`src/sv/psem_pkg.sv`:
```
// psem_pkg: shared constants for the priority counting semaphore
// no dependencies; used by every other file of the block

package psem_pkg;

  localparam int THREADS_DEF   = 16;
  localparam int PRIO_BITS_DEF = 8;

  localparam int TID_W      = 4;
  localparam int PRIO_REQ_W = 8;
  localparam int INIT_W     = 8;
  localparam int CNT_W      = 12;

  localparam int QUEUE_DEPTH = 2;

  localparam logic signed [CNT_W-1:0] CNT_MIN = -12'sd128;
  localparam logic signed [CNT_W-1:0] CNT_MAX = 12'sd2047;

  localparam logic OP_WAIT = 1'b0;
  localparam logic OP_POST = 1'b1;

endpackage

```
`src/sv/psem_ifs.sv`:
```
// psem_req_if / psem_rsp_if: valid-ready channels of the semaphore
// depends on psem_pkg for field widths

interface psem_req_if;
  logic                             valid;
  logic                             ready;
  logic                             op;
  logic [psem_pkg::TID_W-1:0]       thread_num;
  logic [psem_pkg::PRIO_REQ_W-1:0]  priority_req;

  modport source (output valid, op, thread_num, priority_req, input ready);
  modport sink   (input valid, op, thread_num, priority_req, output ready);
endinterface

interface psem_rsp_if;
  logic                              valid;
  logic                              ready;
  logic                              blocked;
  logic                              released_valid;
  logic [psem_pkg::TID_W-1:0]        released_thread;
  logic signed [psem_pkg::CNT_W-1:0] count_value;
  logic                              saturated;

  modport source (output valid, blocked, released_valid, released_thread, count_value,
                  saturated, input ready);
  modport sink   (input valid, blocked, released_valid, released_thread, count_value,
                  saturated, output ready);
endinterface

```
`src/sv/psem_front.sv`:
```
// psem_front: accepts requests and classifies them into queue entries
// depends on psem_pkg and psem_req_if

module psem_front #(
  parameter int THREADS   = psem_pkg::THREADS_DEF,
  parameter int PRIO_BITS = psem_pkg::PRIO_BITS_DEF,
  localparam int IDX_W    = $clog2(THREADS),
  localparam int ITEM_W   = 2 + IDX_W + PRIO_BITS
) (
  psem_req_if.sink          req,
  input  logic              q_full,
  output logic              q_push,
  output logic [ITEM_W-1:0] q_item
);

  logic [7:0]           tid_ext;
  logic [15:0]          prio_ext;
  logic                 rec;
  logic [IDX_W-1:0]     idx;
  logic [PRIO_BITS-1:0] prio;

  assign tid_ext  = {4'b0, req.thread_num};
  assign prio_ext = {8'b0, req.priority_req};
  // a thread outside the table is never recorded
  assign rec  = (32'(req.thread_num) < THREADS);
  assign idx  = tid_ext[IDX_W-1:0];
  assign prio = prio_ext[PRIO_BITS-1:0];

  assign req.ready = !q_full;
  assign q_push    = req.valid && !q_full;
  assign q_item    = {req.op, rec, idx, prio};

endmodule

```
`src/sv/psem_fifo.sv`:
```
// psem_fifo: short queue between the front and the back
// depends on psem_pkg for the depth

module psem_fifo #(
  parameter int WIDTH = 8,
  localparam int DEPTH = psem_pkg::QUEUE_DEPTH,
  localparam int PTR_W = $clog2(DEPTH),
  localparam int CNT_W = $clog2(DEPTH + 1)
) (
  input  logic             clk,
  input  logic             rst,
  input  logic             push,
  input  logic [WIDTH-1:0] push_data,
  input  logic             pop,
  output logic [WIDTH-1:0] pop_data,
  output logic             full,
  output logic             empty
);

  logic [WIDTH-1:0] slots [DEPTH];
  logic [PTR_W-1:0] wr_ptr;
  logic [PTR_W-1:0] rd_ptr;
  logic [CNT_W-1:0] fill;

  assign full     = (fill == CNT_W'(DEPTH));
  assign empty    = (fill == '0);
  assign pop_data = slots[rd_ptr];

  always_ff @(posedge clk) begin
    if (push) begin
      slots[wr_ptr] <= push_data;
    end
  end

  always_ff @(posedge clk) begin
    if (rst) begin
      wr_ptr <= '0;
      rd_ptr <= '0;
      fill   <= '0;
    end else begin
      if (push) begin
        wr_ptr <= wr_ptr + 1'b1;
      end
      if (pop) begin
        rd_ptr <= rd_ptr + 1'b1;
      end
      if (push && !pop) begin
        fill <= fill + 1'b1;
      end else if (pop && !push) begin
        fill <= fill - 1'b1;
      end
    end
  end

endmodule

```
`src/sv/psem_back.sv`:
```
// psem_back: count, waiter table, minimum search tree and result register
// depends on psem_pkg and psem_rsp_if

module psem_back #(
  parameter int THREADS   = psem_pkg::THREADS_DEF,
  parameter int PRIO_BITS = psem_pkg::PRIO_BITS_DEF,
  localparam int IDX_W    = $clog2(THREADS),
  localparam int ITEM_W   = 2 + IDX_W + PRIO_BITS
) (
  input  logic                        clk,
  input  logic                        rst,
  input  logic                        cfg_wr_en,
  input  logic [psem_pkg::INIT_W-1:0] cfg_wr_data,
  input  logic                        q_empty,
  input  logic [ITEM_W-1:0]           q_item,
  output logic                        q_pop,
  psem_rsp_if.source                  rsp
);

  localparam int LEVELS = $clog2(THREADS);
  localparam int NPOW   = 1 << LEVELS;
  localparam int HALF   = NPOW / 2;
  localparam int LVL_W  = $clog2(LEVELS + 1);
  localparam int CW     = psem_pkg::CNT_W;

  localparam logic [1:0] S_IDLE = 2'd0;
  localparam logic [1:0] S_SCAN = 2'd1;
  localparam logic [1:0] S_DONE = 2'd2;

  logic [1:0]            state;
  logic [1:0]            state_next;
  logic [LVL_W-1:0]      lvl;
  logic signed [CW-1:0]  count;
  logic                  sat_hold;
  logic [PRIO_BITS-1:0]  prio_tab [THREADS];
  logic [PRIO_BITS-1:0]  cand_p [NPOW];
  logic [IDX_W-1:0]      cand_i [NPOW];

  logic                  out_valid;
  logic                  slot_free;

  logic                  it_op;
  logic                  it_rec;
  logic [IDX_W-1:0]      it_idx;
  logic [PRIO_BITS-1:0]  it_prio;

  logic signed [CW-1:0]  cnt_new;
  logic                  sat_new;
  logic                  wait_blk;
  logic                  need_scan;
  logic                  emit;
  logic                  win_found;
  logic [7:0]            win_ext;

  assign {it_op, it_rec, it_idx, it_prio} = q_item;

  assign slot_free = !out_valid || rsp.ready;
  assign q_pop     = (state == S_IDLE) && !q_empty && slot_free;
  assign rsp.valid = out_valid;

  always_comb begin
    sat_new = 1'b0;
    cnt_new = count;
    if (it_op == psem_pkg::OP_WAIT) begin
      if (count <= psem_pkg::CNT_MIN) begin
        sat_new = 1'b1;
      end else begin
        cnt_new = count - CW'(1);
      end
    end else begin
      if (count >= psem_pkg::CNT_MAX) begin
        sat_new = 1'b1;
      end else begin
        cnt_new = count + CW'(1);
      end
    end
  end

  assign wait_blk  = (it_op == psem_pkg::OP_WAIT) && (cnt_new < 0);
  assign need_scan = (it_op == psem_pkg::OP_POST) && (cnt_new <= 0);
  assign win_found = (cand_p[0] != '0);
  assign win_ext   = {{(8 - IDX_W){1'b0}}, cand_i[0]};
  assign emit      = (q_pop && !need_scan) || ((state == S_DONE) && slot_free);

  always_comb begin
    state_next = state;
    unique case (state)
      S_IDLE: begin
        if (q_pop && need_scan) begin
          state_next = S_SCAN;
        end
      end
      S_SCAN: begin
        if (lvl == LVL_W'(LEVELS - 1)) begin
          state_next = S_DONE;
        end
      end
      S_DONE: begin
        if (slot_free) begin
          state_next = S_IDLE;
        end
      end
      default: state_next = S_IDLE;
    endcase
  end

  always_ff @(posedge clk) begin
    if (rst) begin
      state     <= S_IDLE;
      lvl       <= '0;
      count     <= '0;
      out_valid <= 1'b0;
      for (int i = 0; i < THREADS; i++) begin
        prio_tab[i] <= '0;
      end
    end else begin
      state <= state_next;
      if (cfg_wr_en) begin
        count <= {{(CW - psem_pkg::INIT_W){1'b0}}, cfg_wr_data};
        for (int i = 0; i < THREADS; i++) begin
          prio_tab[i] <= '0;
        end
      end else if (q_pop) begin
        count <= cnt_new;
        if (wait_blk && it_rec) begin
          prio_tab[it_idx] <= it_prio;
        end
      end else if ((state == S_DONE) && slot_free && win_found) begin
        prio_tab[cand_i[0]] <= '0;
      end
      if (state == S_SCAN) begin
        lvl <= lvl + 1'b1;
      end else begin
        lvl <= '0;
      end
      if (emit) begin
        out_valid <= 1'b1;
      end else if (rsp.ready) begin
        out_valid <= 1'b0;
      end
    end
  end

  // candidate tree: loaded from the table, halved once per cycle while scanning
  always_ff @(posedge clk) begin
    if (q_pop) begin
      sat_hold <= sat_new;
      for (int i = 0; i < NPOW; i++) begin
        cand_i[i] <= IDX_W'(i);
        cand_p[i] <= (i < THREADS) ? prio_tab[i] : '0;
      end
    end else if (state == S_SCAN) begin
      for (int i = 0; i < HALF; i++) begin
        if (cand_p[2*i+1] != '0 &&
            (cand_p[2*i] == '0 || cand_p[2*i+1] < cand_p[2*i])) begin
          cand_p[i] <= cand_p[2*i+1];
          cand_i[i] <= cand_i[2*i+1];
        end else begin
          cand_p[i] <= cand_p[2*i];
          cand_i[i] <= cand_i[2*i];
        end
      end
    end
  end

  always_ff @(posedge clk) begin
    if (q_pop && !need_scan) begin
      rsp.blocked         <= wait_blk;
      rsp.released_valid  <= 1'b0;
      rsp.released_thread <= '0;
      rsp.count_value     <= cnt_new;
      rsp.saturated       <= sat_new;
    end else if ((state == S_DONE) && slot_free) begin
      rsp.blocked         <= 1'b0;
      rsp.released_valid  <= win_found;
      rsp.released_thread <= win_found ? win_ext[psem_pkg::TID_W-1:0] : '0;
      rsp.count_value     <= count;
      rsp.saturated       <= sat_hold;
    end
  end

endmodule

```
`src/sv/priority_counting_semaphore_unit.sv`:
```
// priority counting semaphore: front classifier, queue, back executor
// path: wait, or post with a positive count: request queue, then the result register
// path: other posts: request queue, minimum tree scan in S_SCAN and S_DONE, result register
// throughput: one item per cycle if rsp is ready; a post with count <= 0 holds the back
// reset: count 0, waiter table cleared, queue and result register empty
// depends on psem_pkg, psem_ifs, psem_front, psem_fifo, psem_back

module priority_counting_semaphore_unit #(
  parameter int THREADS   = psem_pkg::THREADS_DEF,
  parameter int PRIO_BITS = psem_pkg::PRIO_BITS_DEF
) (
  input  logic                        clk,
  input  logic                        rst,
  input  logic                        cfg_wr_en,
  input  logic [psem_pkg::INIT_W-1:0] cfg_wr_data,
  psem_req_if.sink                    req,
  psem_rsp_if.source                  rsp
);

  localparam int IDX_W  = $clog2(THREADS);
  localparam int ITEM_W = 2 + IDX_W + PRIO_BITS;

  logic              q_push;
  logic              q_pop;
  logic              q_full;
  logic              q_empty;
  logic [ITEM_W-1:0] q_in;
  logic [ITEM_W-1:0] q_out;

  psem_front #(
    .THREADS   (THREADS),
    .PRIO_BITS (PRIO_BITS)
  ) u_front (
    .req    (req),
    .q_full (q_full),
    .q_push (q_push),
    .q_item (q_in)
  );

  psem_fifo #(
    .WIDTH (ITEM_W)
  ) u_fifo (
    .clk       (clk),
    .rst       (rst),
    .push      (q_push),
    .push_data (q_in),
    .pop       (q_pop),
    .pop_data  (q_out),
    .full      (q_full),
    .empty     (q_empty)
  );

  psem_back #(
    .THREADS   (THREADS),
    .PRIO_BITS (PRIO_BITS)
  ) u_back (
    .clk         (clk),
    .rst         (rst),
    .cfg_wr_en   (cfg_wr_en),
    .cfg_wr_data (cfg_wr_data),
    .q_empty     (q_empty),
    .q_item      (q_out),
    .q_pop       (q_pop),
    .rsp         (rsp)
  );

endmodule

```
`src/flat_wrapper.sv`:
```
// flat-port wrapper written by rule: the top's interface ports become plain ports
module priority_counting_semaphore_unit_flat 
#(
  parameter int THREADS   = psem_pkg::THREADS_DEF,
  parameter int PRIO_BITS = psem_pkg::PRIO_BITS_DEF
)
  (clk, rst, cfg_wr_en, cfg_wr_data, req_valid, req_op, req_thread_num, req_priority_req, req_ready, rsp_valid, rsp_blocked, rsp_released_valid, rsp_released_thread, rsp_count_value, rsp_saturated, rsp_ready);
  psem_req_if req_i ();
  psem_rsp_if rsp_i ();
  input  logic clk;
  input  logic rst;
  input  logic cfg_wr_en;
  input  logic [psem_pkg::INIT_W-1:0] cfg_wr_data;
  input wire logic [$bits(req_i.valid)-1:0] req_valid;
  input wire logic [$bits(req_i.op)-1:0] req_op;
  input wire logic [$bits(req_i.thread_num)-1:0] req_thread_num;
  input wire logic [$bits(req_i.priority_req)-1:0] req_priority_req;
  output wire logic [$bits(req_i.ready)-1:0] req_ready;
  output wire logic [$bits(rsp_i.valid)-1:0] rsp_valid;
  output wire logic [$bits(rsp_i.blocked)-1:0] rsp_blocked;
  output wire logic [$bits(rsp_i.released_valid)-1:0] rsp_released_valid;
  output wire logic [$bits(rsp_i.released_thread)-1:0] rsp_released_thread;
  output wire logic [$bits(rsp_i.count_value)-1:0] rsp_count_value;
  output wire logic [$bits(rsp_i.saturated)-1:0] rsp_saturated;
  input wire logic [$bits(rsp_i.ready)-1:0] rsp_ready;
  assign req_i.valid = req_valid;
  assign req_i.op = req_op;
  assign req_i.thread_num = req_thread_num;
  assign req_i.priority_req = req_priority_req;
  assign req_ready = req_i.ready;
  assign rsp_valid = rsp_i.valid;
  assign rsp_blocked = rsp_i.blocked;
  assign rsp_released_valid = rsp_i.released_valid;
  assign rsp_released_thread = rsp_i.released_thread;
  assign rsp_count_value = rsp_i.count_value;
  assign rsp_saturated = rsp_i.saturated;
  assign rsp_i.ready = rsp_ready;
  priority_counting_semaphore_unit #(.THREADS(THREADS), .PRIO_BITS(PRIO_BITS)) u_core (.clk(clk), .rst(rst), .cfg_wr_en(cfg_wr_en), .cfg_wr_data(cfg_wr_data), .req(req_i), .rsp(rsp_i));
endmodule
```
`config.mk`:
```
export PLATFORM = sky130hd
export DESIGN_NAME = priority_counting_semaphore_unit_flat
export DESIGN_NICKNAME = d
export VERILOG_FILES = /design/src/sv/psem_pkg.sv /design/src/sv/psem_ifs.sv /design/src/sv/psem_front.sv /design/src/sv/psem_fifo.sv /design/src/sv/psem_back.sv /design/src/sv/priority_counting_semaphore_unit.sv /design/src/flat_wrapper.sv
export SDC_FILE = /design/constraint.sdc
export NUM_CORES = 1
export LEC_CHECK = 0
export BUFFER_PORTS_ARGS = -buffer_cell sky130_fd_sc_hd__buf_4
export CORE_MARGIN = 4
export CORE_UTILIZATION = 45
export CTS_CLUSTER_SIZE = 40
export DETAILED_ROUTE_END_ITERATION = 10
export MAX_ROUTING_LAYER = met4
export PLACE_DENSITY = 0.64
export SKIP_LAST_GASP = 1
export SLEW_MARGIN = 20
export SYNTH_ARGS = -nofsm -noshare
export SYNTH_HDL_FRONTEND = slang
export SYNTH_SLANG_ARGS = --single-unit
```
`constraint.sdc`:
```
create_clock -name clk -period 5.6 [get_ports clk]
set_input_delay 0.84 -clock clk [delete_from_list [all_inputs] [get_ports clk]]
set_output_delay 0.84 -clock clk [all_outputs]
set_load 0.02 [all_outputs]
```
=== Word level (Yosys, flattened, before mapping) ===
Memory sizes are Yosys's and may differ from the RTL's. A register that Yosys moved wholly into a read port is not among the register bits.
Index checks and enable logic that the tools add are counted.

* Bits in registers: 42
* RAM bits: 346
* Memories: 4

* Add/sub/neg operators: 7
* Magnitude comparators: 12
* Equal/unequal tests: 7
* Muxes and demuxes: 162
* Bitwise operators: 50
* Reduce and logical (&&, ||, !) cells: 64

{| class="wikitable"
|+ Memory list
! name !! depth !! bits a word !! read ports !! clocked after Yosys merged registers in !! wr ports !! RTL line !! RTL
|-
| u_core.u_back.cand_p || 16 || 8 || 16 || 0 || 16 || psem_back.sv:36 || <nowiki>logic [PRIO_BITS-1:0] cand_p [NPOW];</nowiki>
|-
| u_core.u_back.prio_tab || 16 || 8 || 16 || 0 || 16 || psem_back.sv:35 || <nowiki>logic [PRIO_BITS-1:0] prio_tab [THREADS];</nowiki>
|-
| u_core.u_back.cand_i || 16 || 4 || 16 || 0 || 16 || psem_back.sv:37 || <nowiki>logic [IDX_W-1:0] cand_i [NPOW];</nowiki>
|-
| u_core.u_fifo.slots || 2 || 13 || 1 || 1 || 1 || psem_fifo.sv:20 || <nowiki>logic [WIDTH-1:0] slots [DEPTH];</nowiki>
|}

{| class="wikitable"
|+ Operators with widths
! operator !! count
|-
| $mux W8 || 36
|-
| $mux W1 || 96
|-
| $mux W4 || 19
|-
| $reduce_bool A8 Y1 || 9
|-
| $logic_not A8 Y1 || 8
|-
| $lt A8 B8 Y1 || 8
|-
| $mux W12 || 5
|-
| $or A1 B1 Y1 || 48
|-
| $logic_and A1 B1 Y1 || 19
|-
| $reduce_or A8 Y1 || 2
|-
| $add A12 B2 Y12 const B || 1
|-
| $ge A12 B12 Y1 const B || 1
|-
| $le A12 B1 Y1 const B || 1
|-
| $le A12 B8 Y1 const B || 1
|-
| $lt A12 B1 Y1 const B || 1
|-
| $sub A12 B2 Y12 const B || 1
|-
| $logic_or A1 B1 Y1 || 10
|-
| $mux W2 || 5
|-
| $reduce_bool A2 Y1 || 4
|-
| $logic_not A1 Y1 || 6
|-
| $pmux W2 S3 || 1
|-
| $eq A2 B2 Y1 const B || 2
|-
| $logic_not A2 Y1 || 2
|-
| $ne A2 B2 Y1 const B || 2
|-
| other kinds (11) || 14
|}

=== Logic depth before layout (Yosys ltp) ===
* Depth after elaboration: 14
* Depth in mapped cells: 12
* Mapped depth without buffers: 11

=== Hierarchy ===
From an unflattened synthesis, not the netlist that was laid out.

* Cell total of the unflattened synthesis: 1301
* Area total of the unflattened synthesis: 15792.6 sq um

{| class="wikitable"
|+ Modules (own cells, without submodules)
! module !! times used !! cells an instance !! area each (sq um)
|-
| psem_back || 1 || 1219 || 14460.1
|-
| psem_fifo || 1 || 65 || 1213.7
|-
| psem_front || 1 || 17 || 118.9
|}

=== Worst setup path after synthesis ===
OpenSTA, ideal clock, no wires.

* Kind: input-to-reg
* Start point: input rsp_ready
* End point: memory u_core.u_back.cand_i[0][0] (netlist name) (enable)
* Setup time: 388 ps
* Arrival time: 4586 ps
* Required time: 5212 ps
* Slack: 626 ps
* Stages on the path: 7
* Path through: nor2b_1 > or4_1 > clkbuf_1 > inv_1 > buf_1 > nor2_1 > a31oi_1

{| class="wikitable"
|+ RTL lines
! item !! RTL line !! RTL
|-
| start, declared || flat_wrapper.sv:25 || <nowiki>input wire logic [$bits(rsp_i.ready)-1:0] rsp_ready;</nowiki>
|-
| end, declared || psem_back.sv:37 ||
|}

==> impl_metrics.ini <==
[global_routing]
antenna_found_initial = 0
grt_pass1_wl_um = 49880
grt.overflow.total = 0
grt_max_degree = 113
first_global_vias = 9386
grt_usage_pct = 16.95

[min_path]
whs_path_depth = 0
min_to = u_core.u_back.cand_p[1][34]
hold_start = u_core.u_back.prio_tab[12][2]
hold_class = reg2reg

[route]
dr.pass1.iters = 5
drt-wirelength-per-cell_um = 17.38
drt-initial-drc-count = 817
routed_wl_um = 31570
drt-vias-per-instance = 5.326
drc_errors = 0
num_vias = 9672
ant_nets = 0

[clocking]
clkLatencyLatePin_ps = 520
postCtsSetupRepairBufs = 0
cts_tree = yes
cts-resized-gates = 0
htreeDepth = 2
cts_made_buffers = 36
cts_hold_buf = 0
clk_pin_slew_ps = 60
cts.sinks = 346
root_buffer = clkbuf_16
clockBufferDepth = 3

[critical_path]
crit_path_end_kind = flop
crit_type = reg2reg
crit_fanout = 15
regToRegEndpoint = u_core.u_back.rsp.count_value[6]
required_ps = 5790
reg2reg_depth = 9
rrSetupSlack_ps = 1650
critPathLaunchType = flop
arrival_ps = 4140

[timing]
hold_viol = 0
max_slew.worst_pin.slew_ps = 1032
layout_min_cycle_time_ps = 3951
max_slew_margin_pct = 31.05
drv_slew = 0
fmaxAchievable_mhz = 253.1
clock_skew_ps = 21.77
final.setup.worst_slack_ps = 1649
setup_viol = 0
rsz0062_at_grt = no
setup_tns_ps = 0
post-route-period-util_pct = 70.55

[synthesis]
synthArstFlopShare_pct = 0
yosysUniqueCellTypes = 63
synth_enable_flop_cells = 318
synth_top_area_cell = edfxtp_1
synthDominantCellAreaShare_pct = 61.40
synthFlopType = edfxtp_1
synth-seq-area-share_pct = 65.01
post_synth.cell_area_avg_um2 = 11.89
ys_ff_latch = 346
syn-num-nets = 1396
ys_warn_count = 0
synth_area_leaders = edfxtp_1 61%, nor2_1 5.6%, ha_1 5.0%
syn-instance-count = 1308
netlist_area_um2 = 15550

[die]
ios = 47
num_rows = 67
die_width_um = 193.9
die_y_um = 193.9
die-area_um2 = 37600
start_util_pct = 46.03
core_area_um2 = 33780

[placement]
gp_congestion = 0.8791
pre_cts_slack_ps = 1343
place.port_buffers = 46
hpwl_um = 21640

[cells_and_area]
final-seq-area_um2 = 10110
antennaDiodeCount = 0
syn2layout_area_growth_pct = 12.03
nNetsFinal = 1429
fillers = 2909
multi_input_area_um2 = 4911
drive_gt1_share_pct = 10.31

[power]
p_per_area_nw_per_um2 = 523.3
leakage_nw = 6.773
ir_drop_mv = 0.2824

[flow_run]
maxCapViolations = 0

[status]
status = finished, final reports clean
## flip-flops by register name, indices dropped and copies added, names as in the netlist, named ones only
name and cells:
u_core.u_back.rsp.saturated 1, u_core.u_back.sat_hold 1, u_core.u_fifo.wr_ptr 1, u_core.u_back.prio_tab 128, u_core.u_fifo.rd_ptr 1, u_core.u_back.rsp.released_valid 1
u_core.u_back.rsp.valid 1, u_core.u_back.cand_i 21, u_core.u_back.rsp.count_value 12, u_core.u_back.rsp.blocked 1, u_core.u_fifo.slots 26, u_core.u_back.lvl 3
u_core.u_fifo.fill 2, u_core.u_back.count 12, u_core.u_back.rsp.released_thread 4, u_core.u_back.state 2, u_core.u_back.cand_p 128
## layer usage
| metal | share of wire [%] | wire length [um] | GRT usage (%) | vias up |
|---|---|---|---|---|
| met5 | 0 | 0 | - | - |
| met4 | 2.2 | 707 | 4.531 | 0 |
| met3 | 5.0 | 1587 | 2.450 | 57 |
| met2 | 48 | 15150 | 27.60 | 245 |
| met1 | 45 | 14120 | 22.61 | 4591 |
| li1 | - | - | - | 4779 |
## power by group
group	switching [mW]	leakage, nW	internal (mW)
logic	1.73	2.73	1.01
clock network	0.951	0.557	1.33
registers	0.455	3.48	3.64
total	3.13	6.77	5.99
## cell usage after synthesis (7+ instances only)
cell type / number
nor4_1: 32
clkbuf_1: 48
mux2_2: 14
buf_2: 8
a211oi_1: 11
o21ai_0: 55
nor2b_1: 7
a21oi_1: 70
a22oi_1: 7
nand2b_1: 19
xnor2_1: 7
a221oi_1: 19
nand3_1: 18
and2_1: 10
edfxtp_1: 318
mux2i_1: 18
nor3_1: 7
inv_1: 69
ha_1: 62
a21o_1: 24
nor2_1: 232
nand2_1: 138
dfxtp_1: 28
## how the worst max path moves through the flow
stage	to	start	slack (ps)
4_1_cts	u_core.u_back.rsp.count_value[1]	flop	1630
6_report	u_core.u_back.rsp.count_value[6]	flop	1650
3_5_place_dp	u_core.u_back.prio_tab[10][3]	rsp_ready	1340
2_1_floorplan	u_core.u_back.cand_i[0][0]	rsp_ready	630
5_1_grt	u_core.u_back.prio_tab[1][0]	u_core.u_back.state[1]	1250
3_3_place_gp	u_core.u_back.prio_tab[6][2]	rsp_ready	1510
## through the flow
stage / instance area, um2 / power [mW] / hold WS (ps) / utilization [%] / std cells
CTS: 17410 / 9.158 / 414.8 / 51.52 / 1814
floorplan: 15550 / 6.015 / 400.3 / - / 1308
global route: 17420 / 9.712 / 411.1 / 51.57 / 1816
global placement: 16270 / 6.825 / 403.2 / 48.15 / 1749
detailed placement: 16270 / 6.875 / 404.5 / 48.15 / 1749
finish: 17420 / 9.117 / 412.4 / 51.57 / 1816
## cell type report
type	count	share of cell area, %
Tap cell	448	3.217
Clock inverter	22	1.214
Multi-Input combinational cell	829	28.19
Sequential cell	346	58.03
Clock buffer	43	5.322
Timing Repair Buffer	59	2.542
Inverter	69	1.487
## cells by family after synthesis
logic type	count (synthesis)	share of synthesized area, %
AO/OA/AOI/OAI	220	9.108
XOR/XNOR	13	0.7322
adder cells (fa/ha/maj)	62	4.988
buffers and inverters	133	3.444
flip-flops	346	65.01
multiplexers	36	2.478
AND/OR/NAND/NOR	498	14.24
## critical path, cell delays in order (launching register included)
cell     delay [ps]
dfxtp_1         800
mux2_2          530
a21oi_2         370
a32oi_1         180
xnor2_1         200
or4_4           520
o31ai_4         270
a21o_4          280
and2_4          210
inv_1           250
## cells in the final DEF (no fill, tap or decap), types with 8 or more instances in the layout
cell and n:
a211oi_1 11, a21o_1 24, a21oi_1 70, a221oi_1 19, and2_1 10, buf_4 58, clkbuf_16 36, clkinv_2 8
dfxtp_1 28, edfxtp_1 318, ha_1 62, inv_1 67, mux2_2 14, mux2i_1 18, nand2_1 137, nand2b_1 19
nand3_1 18, nor2_1 232, nor4_1 32, o21ai_0 55
No activity file was read; power rests on OpenSTA's default activity.
